==> config.mk <==
export PLATFORM = sky130hd
export DESIGN_NAME = qsc_iter
export DESIGN_NICKNAME = d
export VERILOG_FILES = /design/src/sv/qsc_pkg.sv /design/src/sv/qsc_iter.sv
export SDC_FILE = /design/constraint.sdc
export NUM_CORES = 1
export LEC_CHECK = 0
export BUFFER_PORTS_ARGS = -buffer_cell sky130_fd_sc_hd__buf_2
export CAP_MARGIN = 0
export CORE_MARGIN = 3
export CORE_UTILIZATION = 35
export DETAILED_ROUTE_END_ITERATION = 8
export GPL_ROUTABILITY_DRIVEN = 0
export GPL_TIMING_DRIVEN = 1
export PLACE_DENSITY = 0.63
export SYNTH_ARGS = -nofsm -noshare
export SYNTH_HDL_FRONTEND = slang
export SYNTH_SLANG_ARGS = --single-unit
==> constraint.sdc <==
create_clock -name clk -period 6.93 [get_ports clk]
set_input_delay 1.0395 -clock clk [delete_from_list [all_inputs] [get_ports clk]]
set_output_delay 1.0395 -clock clk [all_outputs]
set_load 0.005 [all_outputs]
==> src/sv/qsc_pkg.sv <==
package qsc_pkg;

  localparam int DATA_W = 32;
  localparam int WGT_W = 48;
  localparam int FRAC_W = 17;
  localparam int MODE_W = 2;
  localparam int STEPS = 32;
  localparam logic [DATA_W-1:0] THR_RESET = 32'd3277;
  localparam logic [MODE_W-1:0] MODE_RESET = 2'd2;

  localparam logic [MODE_W-1:0] MODE_NONE = 2'd0;
  localparam logic [MODE_W-1:0] MODE_STD = 2'd1;
  localparam logic [MODE_W-1:0] MODE_AGGR = 2'd2;
  localparam logic [MODE_W-1:0] MODE_RSVD = 2'd3;

  localparam logic REG_THRESHOLD = 1'b0;
  localparam logic REG_MODE = 1'b1;

  typedef enum logic [1:0] {
    OP_ADD = 2'd0,
    OP_PCT = 2'd1,
    OP_CMP = 2'd2,
    OP_CLR = 2'd3
  } op_t;

  typedef enum logic [4:0] {
    S_IDLE, S_GAP_RD, S_GAP_USE, S_M_RD0, S_M_LD0, S_M_RD, S_M_CHK,
    S_M_MULGO, S_M_MUL, S_M_DIVGO, S_M_DIV, S_M_EMIT, S_M_NEXT, S_M_FIN,
    S_INS_RD, S_INS_USE, S_P_RD, S_P_SUM, S_P_MULGO, S_P_MUL, S_P_WRD,
    S_P_WALK, S_DONE
  } state_t;

  typedef struct packed {
    logic start;
    logic is_div;
  } iter_ctl_t;

endpackage

==> src/sv/qsc_iter.sv <==
// Shared shift-add unit: 32 steps of multiply or divide, one multiplier bit a cycle.
// The divide forms a*b/d with a < d, so each step yields a quotient digit of 0, 1 or 2.
module qsc_iter import qsc_pkg::*; #(
  parameter int AW = 53
) (
  input  logic                 clk,
  input  logic                 rst,
  input  iter_ctl_t            ctl,
  input  logic [AW-1:0]        a,
  input  logic [STEPS-1:0]     b,
  input  logic [WGT_W:0]       d,
  output logic                 done,
  output logic [AW+STEPS-1:0]  acc,
  output logic [STEPS-1:0]     q
);

  localparam int ACCW = AW + STEPS;
  localparam int CNTW = $clog2(STEPS);

  logic                 running;
  logic                 is_div;
  logic [CNTW-1:0]      cnt;
  logic [AW-1:0]        aop;
  logic [STEPS-1:0]     bsh;
  logic [WGT_W:0]       dop;
  logic [ACCW-1:0]      t;
  logic [ACCW-1:0]      rem;
  logic [1:0]           digit;

  // shift the partial result, add the next multiplier bit, reduce by the divisor
  always_comb begin
    t = {acc[ACCW-2:0], 1'b0} + (bsh[STEPS-1] ? ACCW'(aop) : '0);
    rem = t;
    digit = 2'd0;
    if (is_div && (t >= ACCW'({dop, 1'b0}))) begin
      rem = t - ACCW'({dop, 1'b0});
      digit = 2'd2;
    end else if (is_div && (t >= ACCW'(dop))) begin
      rem = t - ACCW'(dop);
      digit = 2'd1;
    end
  end

  always_ff @(posedge clk) begin
    if (rst) begin
      running <= 1'b0;
      done <= 1'b0;
    end else begin
      done <= 1'b0;
      if (ctl.start) begin
        running <= 1'b1;
      end else if (running && cnt == CNTW'(STEPS - 1)) begin
        running <= 1'b0;
        done <= 1'b1;
      end
    end
  end

  // load operands, then advance one bit a cycle
  always_ff @(posedge clk) begin
    if (ctl.start) begin
      is_div <= ctl.is_div;
      aop <= a;
      bsh <= b;
      dop <= d;
      acc <= '0;
      q <= '0;
      cnt <= '0;
    end else if (running) begin
      acc <= rem;
      q <= {q[STEPS-2:0], 1'b0} + STEPS'(digit);
      bsh <= {bsh[STEPS-2:0], 1'b0};
      cnt <= cnt + 1'b1;
    end
  end

endmodule

==> impl_results.md, run 1 <==
* Syn avg cell area at 8.25 sq um
* Top cell type's share of synthesized area at ~19%
* Worst VDD drop at ~0.16 mV
* Antenna violations before repair at 1
* Post-Syn Area at 21800 sq um
* Final ANT Viol Nets at 0
* R2R cell count at 30
* IO Port Bufs at 255
* HP Start: q[31]
* Fin crit share at a little over nine tenths
* Final setup margin at ~130 ps
* Die Y at 256 um
* Root buffer cell: clkbuf_16
* Yosys warnings at 0
* Hpwl dp at about 67000 um
* Critical-path top delay cell: xnor2_2
* Synth Net Count at around 3000
* Hold depth at 2
* FMAX at approximately 0.15 GHz
* TritonCTS clock tree: yes
* Family with the most delay on the worst path: simple AND/OR/NAND/NOR gates
* R2r setup slk at 130 ps
* Failing checks: max-capacitance violations
* Slew @ Worst Pin at approximately 1500 ps
* Async S/R FF share, synth at 0%
* Die area at 65400 sq um
* Kind of critical path: flop to flop
* First-pass GRT wire length at between 100000 and 150000 um
* Synth area leaders: edfxtp_1 19%, dfxtp_1 11%, ha_1 8.8%
* Share of cells above drive strength 1 at 22.7%
* RR Startpoint: bsh[31]
* Power density cells at 368 nW/um^2
* Final net count at between 3000 and 4000
* WL per Instance at ~22 um
* Clock share of power at between 15 and 20%
* LEAKAGE at about 11 nW
* Ys flop type: edfxtp_1
* Post-Route Skew at 24.4 ps
* Via count at 22400
* Pin count of the biggest net entering global routing at 73
* Clock transition at the registers of the reported paths at 60 ps
* Vias per inst at slightly below 6
* Area Overhead vs Synth at 23.0%
* Critical Path End Type: flop
* Relative slew slack at less than 1%
* Synth Area in XOR/XNOR at between 8 and 9%
* Gr ovfl total at 0
* Post-synth EDFFs at approximately 140
* Net Sw Power at 4.50 mW
* Clk_lat worst skew at approximately 570 ps
* RSZ-0062 raised after global routing: true
* Worst Path Required at 7400 ps
* N_diodes at 0
* Worst hold slack at between 400 and 500 ps
* Hold crit path type: flop to flop
* Synth Area in Compound Gates at between 20% and 30%
* Routed WL at about 86000 um
* CP startpoint kind: flop
* Num CTS Buffers at 35
* 1st-pass router iterations at 6
* FILL cells at between 6000 and 7000
* Distinct cells, synth at 96
* CTS Hold Buffers Added at 0
* DRC Markers at 0
* Max-cap violations at 1
* Multiplexer share of the synthesized area at under 10%
* H-tree depth at 2
* Critical path origin: bsh[31]
* FP Rows at 90
* Internal power at approximately 5.4 mW
* DP Worst Slack at -882 ps
* Status: finished, violations left
* Vias in the first global route at around 21000
* I/O Pins at between 200 and 300
* CP max FO at 34
* Initial core utilization at a little over a third
* Sequential share of the synthesized area at 29.9%
* Final non-filler cell total at about 3900
* Setup-failing EPs final at 0
* Synth Area in Adders at under 10%
* Global Route Usage Sum at roughly a quarter
* CTS Sinks at 259
* Setup TNS at 0 ps
* Hold EP: q[31]
* Total chip power at between 9 and 10 mW
* Placed cell area at roughly 25000 sq um
* Comb power frac at around three fifths
* Post-synthesis simple-gate area fraction at approximately a fifth
* Final Instance Area at between 20000 and 30000 sq um
* Util after Layout at 44.0%
* Net Sw Frac at between 40% and 50%
* Final worst path period need at approximately 6800 ps
* Starting DRC count in detailed routing at approximately 2200
* Placed insts at 3772
* CP Data Arrival Time at 7270 ps
* Reg-to-reg endpoint: q[29]
* Most used cell along the critical path: ha_1
* Final slew viol count at 0
* Hold Fails Final Rpt at 0
* Crit path buffers/inverters at 3
* FF+latch count, synth at around 260
* Sequential share of power at a little over 20%
* Clk buf depth at 3
* Yosys top cell by area: edfxtp_1
* CP peak stage delay at between 400 and 500 ps
* Chip width at 256 um
* Largest family of logic cells by synthesized area: compound AO/OA/AOI/OAI gates
* Core area at 61000 sq um
* Cells after Synth at roughly 2600
==> synthesized netlist by cell type, types with 8 or more instances <==
library cell and count:
a31o_2 9, o211ai_1 33, edfxtp_1 135, mux2_2 50, o31ai_1 14, a211oi_1 55, xor2_1 98, buf_2 38
inv_1 98, nor2_1 202, or3_1 22, nand3_1 74, dfxtp_1 124, a21oi_1 242, o21bai_1 20, a31oi_1 15
nor4_1 21, o221ai_1 9, nand4_1 76, o21a_1 19, nand2_1 231, nor3_1 58, o22ai_1 9, or2_2 8
mux2i_1 12, nor2b_1 22, a32o_1 8, a211o_1 9, or4_1 9, clkbuf_1 94, a21o_1 93, and4_1 17
and2_1 66, nand2b_1 18, ha_1 154, xnor2_1 110, and3_1 41, o21ai_1 11, o21ai_0 170
==> layout make-up <==
class,instances,area (sq um),share of cell area [%]
repair buffers,452,2850,10.6
clock buffers,47,1000,3.73
inverters,100,375,1.40
multi-input cells,2149,14900,55.5
well taps,828,1040,3.86
clock inverters,17,135,0.503
flip-flops and latches,259,6540,24.4
==> layout by cell type, fill, tap and decap left out, types with 40 or more instances in the layout <==
cell,n
a211oi_1,52
a21o_1,92
a21oi_1,229
and2_1,65
and3_1,40
buf_2,254
buf_4,190
dfxtp_1,123
edfxtp_1,135
ha_1,138
inv_1,98
mux2_2,50
nand2_1,230
nand3_1,72
nand4_1,76
nor2_1,196
nor3_1,54
o21ai_0,161
xnor2_1,101
xor2_1,94
==> per-layer routing <==
metal | wire length, um | part of all wire, % | track usage [%] | vias to the layer above
met3 | 8120 | 9.5 | 4.66 | 183
met5 | 13 | 0.015 | 0 | -
met1 | 37400 | 44 | 34.8 | 10600
met4 | 2950 | 3.4 | 8.60 | 2
li1 | - | - | - | 10500
met2 | 37200 | 43 | 38.3 | 1105
==> worst max path at each step <==
stage                 end  slack, ps  cells past startpoint
finish              q[29]        130                     30
global route        q[29]        -50                     30
CTS                 q[29]        -60                     32
detailed placement  q[29]       -880                     31
global placement    q[29]       -870                     31
floorplan           q[29]        210                     33
==> what timing repair did <==
| item | in CTS | in global routing |
|---|---|---|
| setup endpoints to repair | 117 | 115 |
| pin swaps | 5 | 25 |
| gates resized for setup | 21 | 94 |
| buffers inserted | 4 | 12 |
==> cell families (layout without fill, tap and decap cells) <==
logic type,count (synthesis),in the layout
flops,259,259
simple gates,896,896
xor+xnor,208,208
mux,62,62
buf+inv,236,616
fa+ha+maj,157,157
compound gates,826,826
==> power by group through the flow <==
stage	sequential, mW	combinational, mW	clock (mW)
5_1_grt	2.06	6.46	1.92
2_1_floorplan	1.95	3.74	0
3_3_place_gp	2.06	5.57	0
4_1_cts	2.03	5.68	1.87
3_5_place_dp	2.06	5.59	0
6_report	2.05	6.00	1.82
==> worst min-delay path: stages (launching register included) <==
cell and delay, ps:
dfxtp_1 320, nand2_1 50, o21ai_0 50
==> sequential cells by signal, summed over array words and instances, names as in the netlist <==
| register | count |
|---|---|
| is_div | 1 |
| dop | 49 |
| bsh | 32 |
| running | 1 |
| q | 32 |
| cnt | 5 |
| done | 1 |
| acc | 85 |
| aop | 53 |
Power figures use the tool's default switching activity.
==> run 2: changes to the inputs <==
Settings changed: PLACE_DENSITY 0.63 to 0.61.
Clock period 6.93 ns to 7.55 ns, I/O delays scaled along.
==> impl_results.md, run 2 (synthesis gave the netlist of run 1 again) <==
* Relative slew slack at 40.7%
* Most frequent cells in the layout: 254 x buf_2, 241 x a21oi_1, 231 x nand2_1, 200 x nor2_1, 169 x o21ai_0
* Power density cells at 336 nW/um^2
* Share of cells above drive strength 1 at between 15 and 20%
* Most used cell along the critical path: buf_4
* Via count at ~22000
* CP max FO at 22
* FILL cells at between 6000 and 7000
* Critical-path top delay cell: or4_1
* Clk_lat worst skew at ~560 ps
* Die Y at about 260 um
* Biggest regs: acc: 85 flops, aop: 53 flops, dop: 49 flops
* Most common cell after layout, fill and taps aside: buf_2
* Fin crit share at between 90% and 100%
* Post-Route Skew at ~34 ps
* Util after Layout at 42.1%
* Vias in the first global route at about 20000
* Setup TNS at 0 ps
* Clock transition at the registers of the reported paths at roughly 60 ps
* Placed cell area at about 24000 sq um
* Status: finished, final reports clean
* Max-cap violations at 0
* Hpwl dp at around 65000 um
* Final non-filler cell total at roughly 3800
* Final worst path period need at roughly 7200 ps
* Hold crit path type: flop to flop
* CTS Hold Buffers Added at 0
* Clk buf depth at 3
* Final Instance Area at between 20000 and 30000 sq um
* RSZ-0062 raised after global routing: false
* Pin count of the biggest net entering global routing at slightly above 60
* Critical Path End Type: flop
* Root buffer cell: clkbuf_16
* Area Overhead vs Synth at 17.6%
* Starting DRC count in detailed routing at 2423
* WL per Instance at ~22 um
* I/O Pins at approximately 260
* LEAKAGE at around 11 nW
* Chip width at around 260 um
* Initial core utilization at 35.8%
* Num CTS Buffers at 35
* First-pass GRT wire length at about 120000 um
* FMAX at approximately 0.14 GHz
* Hold Fails Final Rpt at 0
* Core area at 61000 sq um
* Gr ovfl total at 0
* Placed insts at between 3000 and 4000
* Worst Path Required at 7970 ps
* Total chip power at around 8.6 mW
* CP peak stage delay at around 620 ps
* H-tree depth at 2
* Family with the most delay on the worst path: compound AO/OA/AOI/OAI gates
* Antenna violations before repair at 2
* Routed WL at between 80000 and 90000 um
* Final slew viol count at 0
* CTS Sinks at roughly 260
* Reg with most FFs: acc
* IO Port Bufs at around 260
* Worst VDD drop at 0.181 mV
* Max reg flops at 85
* Slew @ Worst Pin at about 900 ps
* DRC Markers at 0
* TritonCTS clock tree: yes
* Setup-failing EPs final at 0
* Crit path buffers/inverters at 5
* Final net count at between 3000 and 4000
* Vias per inst at 5.82
* Final ANT Viol Nets at 0
* FP Rows at 90
* 1st-pass router iterations at 6
* Global Route Usage Sum at 24.4%
* Kind of critical path: flop to flop
* CP startpoint kind: flop
* CP Data Arrival Time at ~7600 ps
* Die area at around 65000 sq um
==> run 2: changes by cell type in the layout (fill, tap and decap cells not counted), sizes merged <==
cell,before,now
buf,451,364
bufinv,1,2
clkinvlp,1,2
inv,103,101
clkinv,12,13
diode,0,2
clkbuf,48,45
==> run 2: cell type report <==
type / instances / area [sq um] / area share [%]
antenna: 2 / 5.00 / 0.0195
clock inverter: 18 / 166 / 0.648
sequential: 259 / 6540 / 25.5
clock buffer: 44 / 961 / 3.74
timing repair buffer: 365 / 2170 / 8.47
multi-input combinational: 2149 / 14400 / 56.2
inverter: 100 / 375 / 1.46
tap: 828 / 1040 / 4.04
==> run 2: repair_timing <==
action / CTS / global route
resized for setup: 0 / 11
buffers inserted: 0 / 0
hold endpoints to repair: 0 / 0
setup endpoints to repair: 0 / 68
==> run 2: final timing paths <==
path	start	end	slack [ps]	cells past startpoint
worst max register to register	bsh[31]	acc[66]	350	28
worst min-delay path	q[31]	q[31]	450	2
worst min register to register	q[31]	q[31]	450	2
worst max-delay path	bsh[31]	acc[66]	350	28
==> run 2: report_power, final <==
group | switching [mW] | internal [mW]
sequential | 0.210 | 1.66
clock | 0.671 | 0.977
combinational | 3.09 | 2.03
total | 3.97 | 4.67
==> run 2: per-layer routing <==
metal | GRT usage (%) | share of wire [%] | vias to the layer above
met1 | 32.5 | 42 | 10200
li1 | - | - | 10400
met4 | 10.3 | 4.6 | 0
met3 | 6.73 | 10 | 195
met5 | 0 | 0 | -
met2 | 37.0 | 43 | 1122
==> run 2: per-stage QoR <==
step / hold slack [ps] / worst slack [ps]
floorplan: 449 / 834
global placement: 439 / 300
finish: 452 / 346
CTS: 459 / 196
detailed placement: 445 / 259
global route: 503 / 2.03
==> run 2: tightest hold or removal path, delay by kind of cell (launching register included) <==
family          cells  cell delay, ps
simple gates        1              40
compound gates      1              50
flops               1             320
