`src/sv/qsc_ram.sv`:
```
module qsc_ram #(
  parameter int WIDTH = 32,
  parameter int DEPTH = 32
) (
  input  logic                     clk,
  input  logic                     we,
  input  logic [$clog2(DEPTH)-1:0] waddr,
  input  logic [WIDTH-1:0]         wdata,
  input  logic [$clog2(DEPTH)-1:0] raddr,
  output logic [WIDTH-1:0]         rdata
);

  logic [WIDTH-1:0] mem [DEPTH];

  // write one word, read one word registered
  always_ff @(posedge clk) begin
    if (we) begin
      mem[waddr] <= wdata;
    end
    rdata <= mem[raddr];
  end

endmodule

```
`config.mk`:
```
export PLATFORM = sky130hd
export DESIGN_NAME = qsc_ram
export DESIGN_NICKNAME = d
export VERILOG_FILES = /design/src/sv/qsc_ram.sv
export SDC_FILE = /design/constraint.sdc
export NUM_CORES = 1
export LEC_CHECK = 0
export ABC_AREA = 0
export BUFFER_PORTS_ARGS = -buffer_cell sky130_fd_sc_hd__buf_2
export CAP_MARGIN = 20
export CORE_MARGIN = 2
export CORE_UTILIZATION = 65
export CTS_CLUSTER_DIAMETER = 80
export DETAILED_ROUTE_END_ITERATION = 8
export PLACE_DENSITY = 0.85
export SLEW_MARGIN = 20
export SYNTH_ARGS = -nofsm -noshare
export SYNTH_HDL_FRONTEND = slang
export SYNTH_SLANG_ARGS = --single-unit
```
`constraint.sdc`:
```
create_clock -name clk -period 4.84 [get_ports clk]
set_input_delay 0.242 -clock clk [delete_from_list [all_inputs] [get_ports clk]]
set_output_delay 0.242 -clock clk [all_outputs]
set_load 0.005 [all_outputs]
```
==> results of run 1 <==
==> final cells by class <==
class | count | area [µm²]
flip-flops and latches | 1056 | 31400
clock buffers | 129 | 2620
clock inverters | 43 | 414
repair buffers | 133 | 1240
diodes | 1 | 2.50
fillers | 3208 | 16300
well taps | 837 | 1050
multi-input cells | 1077 | 8610
==> state kept, by name (all words and copies together) (netlist names) <==
signal	count
mem	1024
rdata	32
==> cell usage after synthesis, drive strengths merged <==
| cell type | count |
|---|---|
| a21oi | 96 |
| a22o | 64 |
| a22oi | 96 |
| a31oi | 32 |
| and2 | 1 |
| and2b | 1 |
| buf | 79 |
| clkbuf | 48 |
| dfxtp | 32 |
| edfxtp | 1024 |
| mux2i | 512 |
| nand2 | 98 |
| nand2b | 2 |
| nand3 | 98 |
| nand3b | 5 |
| nor2 | 34 |
| nor2b | 1 |
| nor3 | 32 |
| or2 | 1 |
| or3 | 1 |
| or3b | 3 |
==> critical path: stages <==
cell and delay [ps]:
sky130_fd_sc_hd__buf_2 130, sky130_fd_sc_hd__nand3b_1 690, sky130_fd_sc_hd__nor2_4 1060, sky130_fd_sc_hd__buf_4 350
==> layer usage <==
| metal | wire, µm | track usage | share of wire | up-vias |
|---|---|---|---|---|
| li1 | - | - | - | 9164 |
| met1 | 34400 | 0.403 | 0.35 | 11000 |
| met3 | 10900 | 0.0533 | 0.11 | 265 |
| met4 | 4060 | 0.135 | 0.042 | 0 |
| met2 | 47600 | 0.495 | 0.49 | 1593 |
| met5 | 0 | 0 | 0 | - |
==> report_power, final <==
part,leakage [nW],total [mW],switching (mW),internal (mW)
Combinational,4.81,0.962,0.657,0.305
Clock,1.48,7.41,3.25,4.16
Sequential,9.49,10.2,0.0520,10.2
Total,15.8,18.6,3.96,14.6
==> placed cells by master, fill, tap and decap left out <==
cell / synthesis / layout
sky130_fd_sc_hd__buf_4: 33 / 33
sky130_fd_sc_hd__and2b_4: 0 / 1
sky130_fd_sc_hd__bufinv_16: 0 / 7
sky130_fd_sc_hd__a22oi_1: 96 / 96
sky130_fd_sc_hd__or2_2: 1 / 1
sky130_fd_sc_hd__clkinv_8: 0 / 2
sky130_fd_sc_hd__buf_8: 0 / 1
sky130_fd_sc_hd__dfxtp_1: 32 / 32
sky130_fd_sc_hd__buf_2: 26 / 74
sky130_fd_sc_hd__clkbuf_16: 0 / 97
sky130_fd_sc_hd__or3b_2: 3 / 3
sky130_fd_sc_hd__a21oi_1: 96 / 96
sky130_fd_sc_hd__nor2_1: 34 / 1
sky130_fd_sc_hd__clkbuf_8: 0 / 7
sky130_fd_sc_hd__nor3_1: 32 / 32
sky130_fd_sc_hd__inv_6: 0 / 1
sky130_fd_sc_hd__buf_16: 0 / 14
sky130_fd_sc_hd__clkinv_2: 0 / 19
sky130_fd_sc_hd__clkbuf_1: 46 / 25
sky130_fd_sc_hd__buf_12: 0 / 11
sky130_fd_sc_hd__nor2b_4: 0 / 1
sky130_fd_sc_hd__edfxtp_1: 1024 / 1024
sky130_fd_sc_hd__mux2i_1: 512 / 512
sky130_fd_sc_hd__clkinvlp_4: 0 / 4
sky130_fd_sc_hd__diode_2: 0 / 1
sky130_fd_sc_hd__nand2_1: 98 / 97
sky130_fd_sc_hd__nor2_4: 0 / 33
sky130_fd_sc_hd__clkinv_1: 0 / 10
sky130_fd_sc_hd__nand2_2: 0 / 1
sky130_fd_sc_hd__and2_4: 0 / 1
sky130_fd_sc_hd__nand3b_1: 5 / 5
sky130_fd_sc_hd__nand2b_2: 0 / 2
sky130_fd_sc_hd__a22o_1: 64 / 64
sky130_fd_sc_hd__or3_1: 1 / 1
sky130_fd_sc_hd__nand3_1: 98 / 98
sky130_fd_sc_hd__a31oi_1: 32 / 32
==> worst min path at each step <==
stage           startpoint           to  slack [ps]
2_1_floorplan     wdata[0]    mem[0][0]         340
3_3_place_gp   mem[26][28]    rdata[28]         580
3_5_place_dp   mem[26][19]    rdata[19]         580
4_1_cts          wdata[28]  mem[28][28]          60
5_1_grt          wdata[27]  mem[13][27]         120
6_report         wdata[28]  mem[12][28]          90
==> logic make-up after synthesis <==
| group | after synthesis |
|---|---|
| buffers and inverters | 127 |
| multiplexers | 512 |
| flip-flops | 1056 |
| AO/OA/AOI/OAI | 288 |
| AND/OR/NAND/NOR | 277 |
==> per-stage QoR <==
step,std cells,setup WS [ps],area (µm²)
final,3276,2660,45300
after global routing,3275,2610,45300
after CTS,3268,2680,45100
after detailed placement,3096,2010,42100
after global placement,3086,2110,41800
after floorplan,2260,2160,40500
==> Implementation_results.wiki, run 1 <==
{| class="wikitable"
! Metric !! Value
|-
| Clock slew at reported path FFs || roughly 60 ps
|-
| Overall routing resource usage || 0.302
|-
| Setup repair after global routing missed its margin || no
|-
| Post-Route Utilization || 0.736
|-
| Starting utilization of the core area || 0.657
|-
| Worst reg2reg startpoint || mem[19][13]
|-
| Register-to-register setup slack || roughly 3200 ps
|-
| Global route overflow || 0
|-
| Arrival time at the worst endpoint || 2520 ps
|-
| RR Endpoint || rdata[13]
|-
| Average wire per standard cell || between 20 and 30 µm
|-
| Total number of clock tree sinks || 1056
|-
| Post-route ant nets || 0
|-
| Worst-case headroom to the max-slew limit || 0.302
|-
| Maximum frequency from static timing analysis || about 0.46 GHz
|-
| Synth Area in Adders || 0
|-
| Number of search-and-repair iterations in the first detailed-routing pass || 6
|-
| Average size of a mapped cell || 17.9 µm²
|-
| Total negative slack for setup checks || 0 ps
|-
| Cts hold-fix bufs || 0
|-
| Kind of start point of the critical path || input pin
|-
| Setup fix buffers added after clock tree synthesis || 0
|-
| Number of violations reported at the end of detailed-routing iteration 0 || about 3300
|-
| Synthesized-area fraction occupied by xor and xnor cells || 0
|-
| Setup Viol. Count Final || 0
|-
| Synth cell types || 25
|-
| Category of the critical setup timing path || input pin to flop
|-
| Net count of the mapped netlist || 2304
|-
| Final RePlAce weighted congestion || between 0.8 and 0.9
|-
| Synth warnings || 0
|-
| Layout Area Growth over Synthesis || 11.9%
|-
| Worst IR drop on VDD || approximately 0.3 mV
|-
| Area fraction in compound gates after synthesis || 0.0485
|-
| Drt drc || 0
|-
| Count of instances resized after the clock tree is built || 0
|-
| Insertion delay to the later sink of the worst-skew pair || between 600 and 700 ps
|-
| Critical-path maximum fanout || 23
|-
| Source of the critical timing path || waddr[1]
|-
| Number of pins with negative max-slew slack in the final report || 0
|-
| Number of top-level pins || between 70 and 80
|-
| Pwr/cell area || 410 mW/mm²
|-
| Number of antenna violations at the first check in global routing || 0
|-
| Number of buffers between clock root and the deepest sink || 3
|-
| Number of CTS-inserted buffers || 94
|-
| Status || completed
|-
| Vertical die dimension || ~250 µm
|-
| Ratio of final minimum period to clock period || 0.450
|-
| Max-cap check violation count || 0
|-
| Pin count of the biggest net entering global routing || 129
|-
| Post-detailed-routing wire length || between 90 and 100 mm
|-
| Final nets || 2406
|-
| Area enclosed by the die boundary || ~0.064 mm²
|-
| Data required time of the critical path || a little over 5000 ps
|-
| Endpoint kind of the worst setup timing path || flop
|-
| Final hold violation count || 0
|-
| Vias per Instance || roughly 6.7
|-
| Mux share of post-synthesis cell area || 0.127
|-
| Top post-synthesis cells by area || sky130_fd_sc_hd__edfxtp_1 (76%), sky130_fd_sc_hd__mux2i_1 (13%), sky130_fd_sc_hd__a22oi_1 (1.8%)
|-
| Length in cells of the worst reg-to-reg path || 4
|-
| Leading area contributor after synthesis || sky130_fd_sc_hd__edfxtp_1
|-
| Simple-gate share of the synthesized area || 0.0310
|-
| Cell leakage power || around 16 nW
|-
| Max H-tree Level || 3
|-
| Post-route total power || between 15 and 20 mW
|-
| Number of rows created at floorplan || approximately 90
|-
| Count of buffers inserted at the top-level ports || between 70 and 80
|-
| Class of the worst hold path || input pin to flop
|-
| Capturing instance or port of the critical path || mem[9][22]
|-
| Layout cell share with drive strength beyond 1 || 0.128
|-
| Root Buffer Master || sky130_fd_sc_hd__clkbuf_16
|-
| Share of synthesized area occupied by flip-flops and latches || 0.775
|-
| Post-layout min period || 2180 ps
|-
| Floorplan core area || 0.0616 mm²
|-
| Post-synthesis cell area || between 0.04 and 0.05 mm²
|-
| Total half-perimeter wirelength after legalization and detailed placement || 51.7 mm
|-
| WHS Path Cells || 1
|-
| Largest clock skew in the final design || around 29 ps
|-
| Global-route wire length before repair || between 100 and 150 mm
|-
| Vias in the first global route || 22500
|-
| Die Wd || ~250 µm
|-
| Gate count after technology mapping || between 2000 and 2500
|-
| Proportion of netlist area held by the largest area contributor || 0.760
|-
| Total via count after detailed routing || 22000
|-
| Worst hold-check slack || 87.5 ps
|-
| TritonCTS clock tree || yes
|-
| Transition time at the pin with the least slew margin || about 1000 ps
|-
| Post-synthesis sequential element count || 1056
|-
| Main combinational cell family by area after synthesis || multiplexers
|}
(Power assumes the default switching activity.)
==> run 2, diff against run 1 <==
--- a/config.mk
+++ b/config.mk
@@ -5,14 +5,14 @@
 export SDC_FILE = /design/constraint.sdc
 export NUM_CORES = 1
 export LEC_CHECK = 0
-export ABC_AREA = 0
+export ABC_AREA = 1
 export BUFFER_PORTS_ARGS = -buffer_cell sky130_fd_sc_hd__buf_2
 export CAP_MARGIN = 20
 export CORE_MARGIN = 2
-export CORE_UTILIZATION = 65
+export CORE_UTILIZATION = 56
 export CTS_CLUSTER_DIAMETER = 80
 export DETAILED_ROUTE_END_ITERATION = 8
-export PLACE_DENSITY = 0.85
+export PLACE_DENSITY = 0.78
 export SLEW_MARGIN = 20
 export SYNTH_ARGS = -nofsm -noshare
 export SYNTH_HDL_FRONTEND = slang
==> constraint.sdc (replaced) <==
create_clock -name clk -period 1.9 [get_ports clk]
set_input_delay 0.095 -clock clk [delete_from_list [all_inputs] [get_ports clk]]
set_output_delay 0.095 -clock clk [all_outputs]
set_load 0.005 [all_outputs]
==> Implementation_results.wiki, run 2 <==
{| class="wikitable"
! Metric !! Value
|-
| Most used flip-flop cell after synthesis || sky130_fd_sc_hd__edfxtp_1
|-
| Number of top-level pins || 76
|-
| Drt drc || 0
|-
| Max-cap check violation count || 0
|-
| Number of buffers between clock root and the deepest sink || 3
|-
| Max H-tree Level || 3
|-
| Post-synthesis sequential element count || ~1100
|-
| Vias in the first global route || roughly 27000
|-
| Leading cell type by number of instances after synthesis || sky130_fd_sc_hd__nand2_1
|-
| Root Buffer Master || sky130_fd_sc_hd__clkbuf_16
|-
| Global-route wire length before repair || about 160 mm
|-
| Number of enable-type register cells in the synthesized netlist || a little over 1000
|-
| Total via count after detailed routing || 28200
|-
| Global route overflow || 0
|-
| Number of rows created at floorplan || 100
|-
| Capturing instance or port of the critical path || rdata[17]
|-
| Class of the worst hold path || input pin to flop
|-
| Number of flip-flops in the largest register || ~1000
|-
| Arrival time at the worst endpoint || 1340 ps
|-
| CP delay by family, top || flip-flops
|-
| Placed cells || approximately 4500
|-
| Total negative slack for setup checks || 0 ps
|-
| Worst stage delay on the critical path || roughly 500 ps
|-
| Worst-case headroom to the max-slew limit || 0.600
|-
| RR Endpoint || rdata[7]
|-
| Length in cells of the worst reg-to-reg path || 8
|-
| Count of buffers inserted at the top-level ports || between 70 and 80
|-
| Top post-synthesis cells by area || sky130_fd_sc_hd__edfxtp_1 (73%), sky130_fd_sc_hd__nand2_1 (13%), sky130_fd_sc_hd__nand3_1 (9.2%)
|-
| Total number of clock tree sinks || around 1100
|-
| Number of CTS-inserted buffers || a little over 100
|-
| Synth warnings || 0
|-
| Critical path buffer and inverter count || 1
|-
| Slowest library cell on the worst path || sky130_fd_sc_hd__dfxtp_1
|-
| Final setup margin || ~460 ps
|-
| Setup repair after global routing missed its margin || no
|-
| Status || completed
|-
| Data required time of the critical path || between 1500 and 2000 ps
|-
| Placement Setup Slack || approximately 250 ps
|-
| Category of the critical setup timing path || flop to output port
|-
| Maximum frequency from static timing analysis || around 0.7 GHz
|-
| Largest clock skew in the final design || roughly 36 ps
|-
| Largest register by flop count || mem
|-
| Average wire per standard cell || approximately 23 µm
|-
| TritonCTS clock tree || yes
|-
| Proportion of netlist area held by the largest area contributor || 0.725
|-
| Area enclosed by the die boundary || between 0.07 and 0.08 mm²
|-
| Share of synthesized registers carrying an async set or reset || 0
|-
| Kind of start point of the critical path || flop
|-
| Logic depth of the worst path, buffers included || 1
|-
| Number of pins with negative max-slew slack in the final report || 0
|-
| Number of antenna violations at the first check in global routing || 6
|-
| Pin count of the biggest net entering global routing || roughly 120
|-
| Synth cell types || 14
|-
| Commonest non-fill, non-tap cells in the layout || sky130_fd_sc_hd__nand2_1 (1440), sky130_fd_sc_hd__edfxtp_1 (1024), sky130_fd_sc_hd__nand3_1 (780), sky130_fd_sc_hd__clkbuf_16 (104), sky130_fd_sc_hd__buf_12 (77)
|-
| Leading area contributor after synthesis || sky130_fd_sc_hd__edfxtp_1
|-
| Clock slew at reported path FFs || approximately 60 ps
|-
| Worst IR drop on VDD || 0.717 mV
|-
| WHS Path Cells || 8
|-
| Floorplan core area || between 0.07 and 0.08 mm²
|-
| Vias per Instance || between 5 and 6
|-
| Worst reg2reg startpoint || mem[10][7]
|-
| Setup Viol. Count Final || 0
|-
| Final RePlAce weighted congestion || between 0.7 and 0.8
|-
| Source of the critical timing path || rdata[17]
|-
| Post-synthesis cell area || roughly 0.042 mm²
|-
| Die Wd || roughly 280 µm
|-
| Overall routing resource usage || 0.281
|-
| Net count of the mapped netlist || between 3000 and 4000
|-
| Register-to-register setup slack || between 600 and 700 ps
|-
| Starting utilization of the core area || 0.568
|-
| Post-route ant nets || 0
|-
| Top post-synthesis cells by count || sky130_fd_sc_hd__nand2_1 (1440), sky130_fd_sc_hd__edfxtp_1 (1024), sky130_fd_sc_hd__nand3_1 (780), sky130_fd_sc_hd__buf_2 (83), sky130_fd_sc_hd__buf_6 (66)
|-
| Post-route non-filler standard cell count || about 4700
|-
| Cell leakage power || 17.9 nW
|-
| Leading cell type in the layout, fill and taps excluded || sky130_fd_sc_hd__nand2_1
|-
| Share of synthesized area occupied by flip-flops and latches || 0.740
|-
| Average size of a mapped cell || 12.0 µm²
|-
| Post-route total power || roughly 50 mW
|-
| Registers with the most flip-flops || mem x1024, rdata x32
|-
| Total half-perimeter wirelength after legalization and detailed placement || about 59 mm
|-
| Endpoint kind of the worst setup timing path || output port
|-
| Transition time at the pin with the least slew margin || around 600 ps
|-
| Pwr/cell area || just over 1000 mW/mm²
|-
| Final nets || 3710
|-
| Gate count after technology mapping || 3536
|-
| Critical-path maximum fanout || 1
|-
| Number of search-and-repair iterations in the first detailed-routing pass || 8
|-
| Count of instances resized after the clock tree is built || 0
|-
| Layout cell share with drive strength beyond 1 || 0.107
|-
| Vertical die dimension || ~280 µm
|-
| Final hold violation count || 0
|-
| Ratio of final minimum period to clock period || 0.756
|-
| Post-layout min period || 1440 ps
|-
| Cells along the critical path || buf_2
|-
| Insertion delay to the later sink of the worst-skew pair || around 680 ps
|-
| Number of violations reported at the end of detailed-routing iteration 0 || 3533
|-
| Layout Area Growth over Synthesis || 14.4%
|-
| Post-detailed-routing wire length || approximately 110 mm
|}
[run 2: cell types whose count changed in the layout (fill, tap and decap cells not counted), sizes merged, moves of 79 or more]
cell | previous run | this run
a21oi | 96 | 0
nand2 | 98 | 1440
buf | 133 | 212
a22oi | 96 | 0
mux2i | 512 | 0
nand3 | 98 | 780
[run 2: cell type report]
type,instances,area (µm²)
antenna,2,5.00
clock buffer,143,2900
clock inverter,48,553
fill,5020,26200
inverter,10,67.6
multi-input combinational,2252,9670
sequential,1056,31400
tap,969,1210
timing repair buffer,245,2730
[run 2: repair_timing]
item	in CTS	in global routing
endpoints found under the hold margin	1041	0
setup buffers	0	0
hold buffers	33	0
[run 2: report_power, final]
group | switching, mW | internal, mW
clock | 8.43 | 12.2
sequential | 0.130 | 25.9
combinational | 2.16 | 0.941
[run 2: cell families (layout without fill, tap and decap cells)]
logic type,after synthesis,after routing,synth area share
simple gates,2252,2252,0.222
buf+inv,228,446,0.0374
other cells,0,2,0
flops,1056,1056,0.740
[run 2: worst min-delay path by stage]
stage	slack, ps	startpoint	end
floorplan	190	wdata[0]	mem[0][0]
global placement	470	rdata[15]	rdata[15]
detailed placement	470	rdata[4]	rdata[4]
CTS	30	raddr[3]	rdata[6]
global route	70	raddr[3]	rdata[6]
finish	50	raddr[1]	rdata[2]
[run 2: per-stage QoR]
| step | hold slack [ps] | utilization | cell area, µm² |
|---|---|---|---|
| after floorplan | 194 | - | 42400 |
| after global placement | 474 | 0.599 | 44700 |
| after detailed placement | 474 | 0.599 | 44700 |
| after CTS | 27.7 | 0.650 | 48500 |
| after global routing | 69.7 | 0.650 | 48500 |
| final | 50.9 | 0.650 | 48500 |
[run 2: worst register-to-register path, delay by kind of cell (launching register included)]
kind	cells	cell delay (ps)
AND/OR/NAND/NOR	8	700
flip-flops	1	390
[run 2: routing by layer]
| layer | wire (µm) | vias up | GRT usage |
|---|---|---|---|
| met5 | 57 | - | 0 |
| met4 | 5450 | 8 | 0.146 |
| met3 | 12000 | 335 | 0.0546 |
| met2 | 50900 | 1713 | 0.439 |
| met1 | 40400 | 13500 | 0.377 |
| li1 | - | 12600 | - |
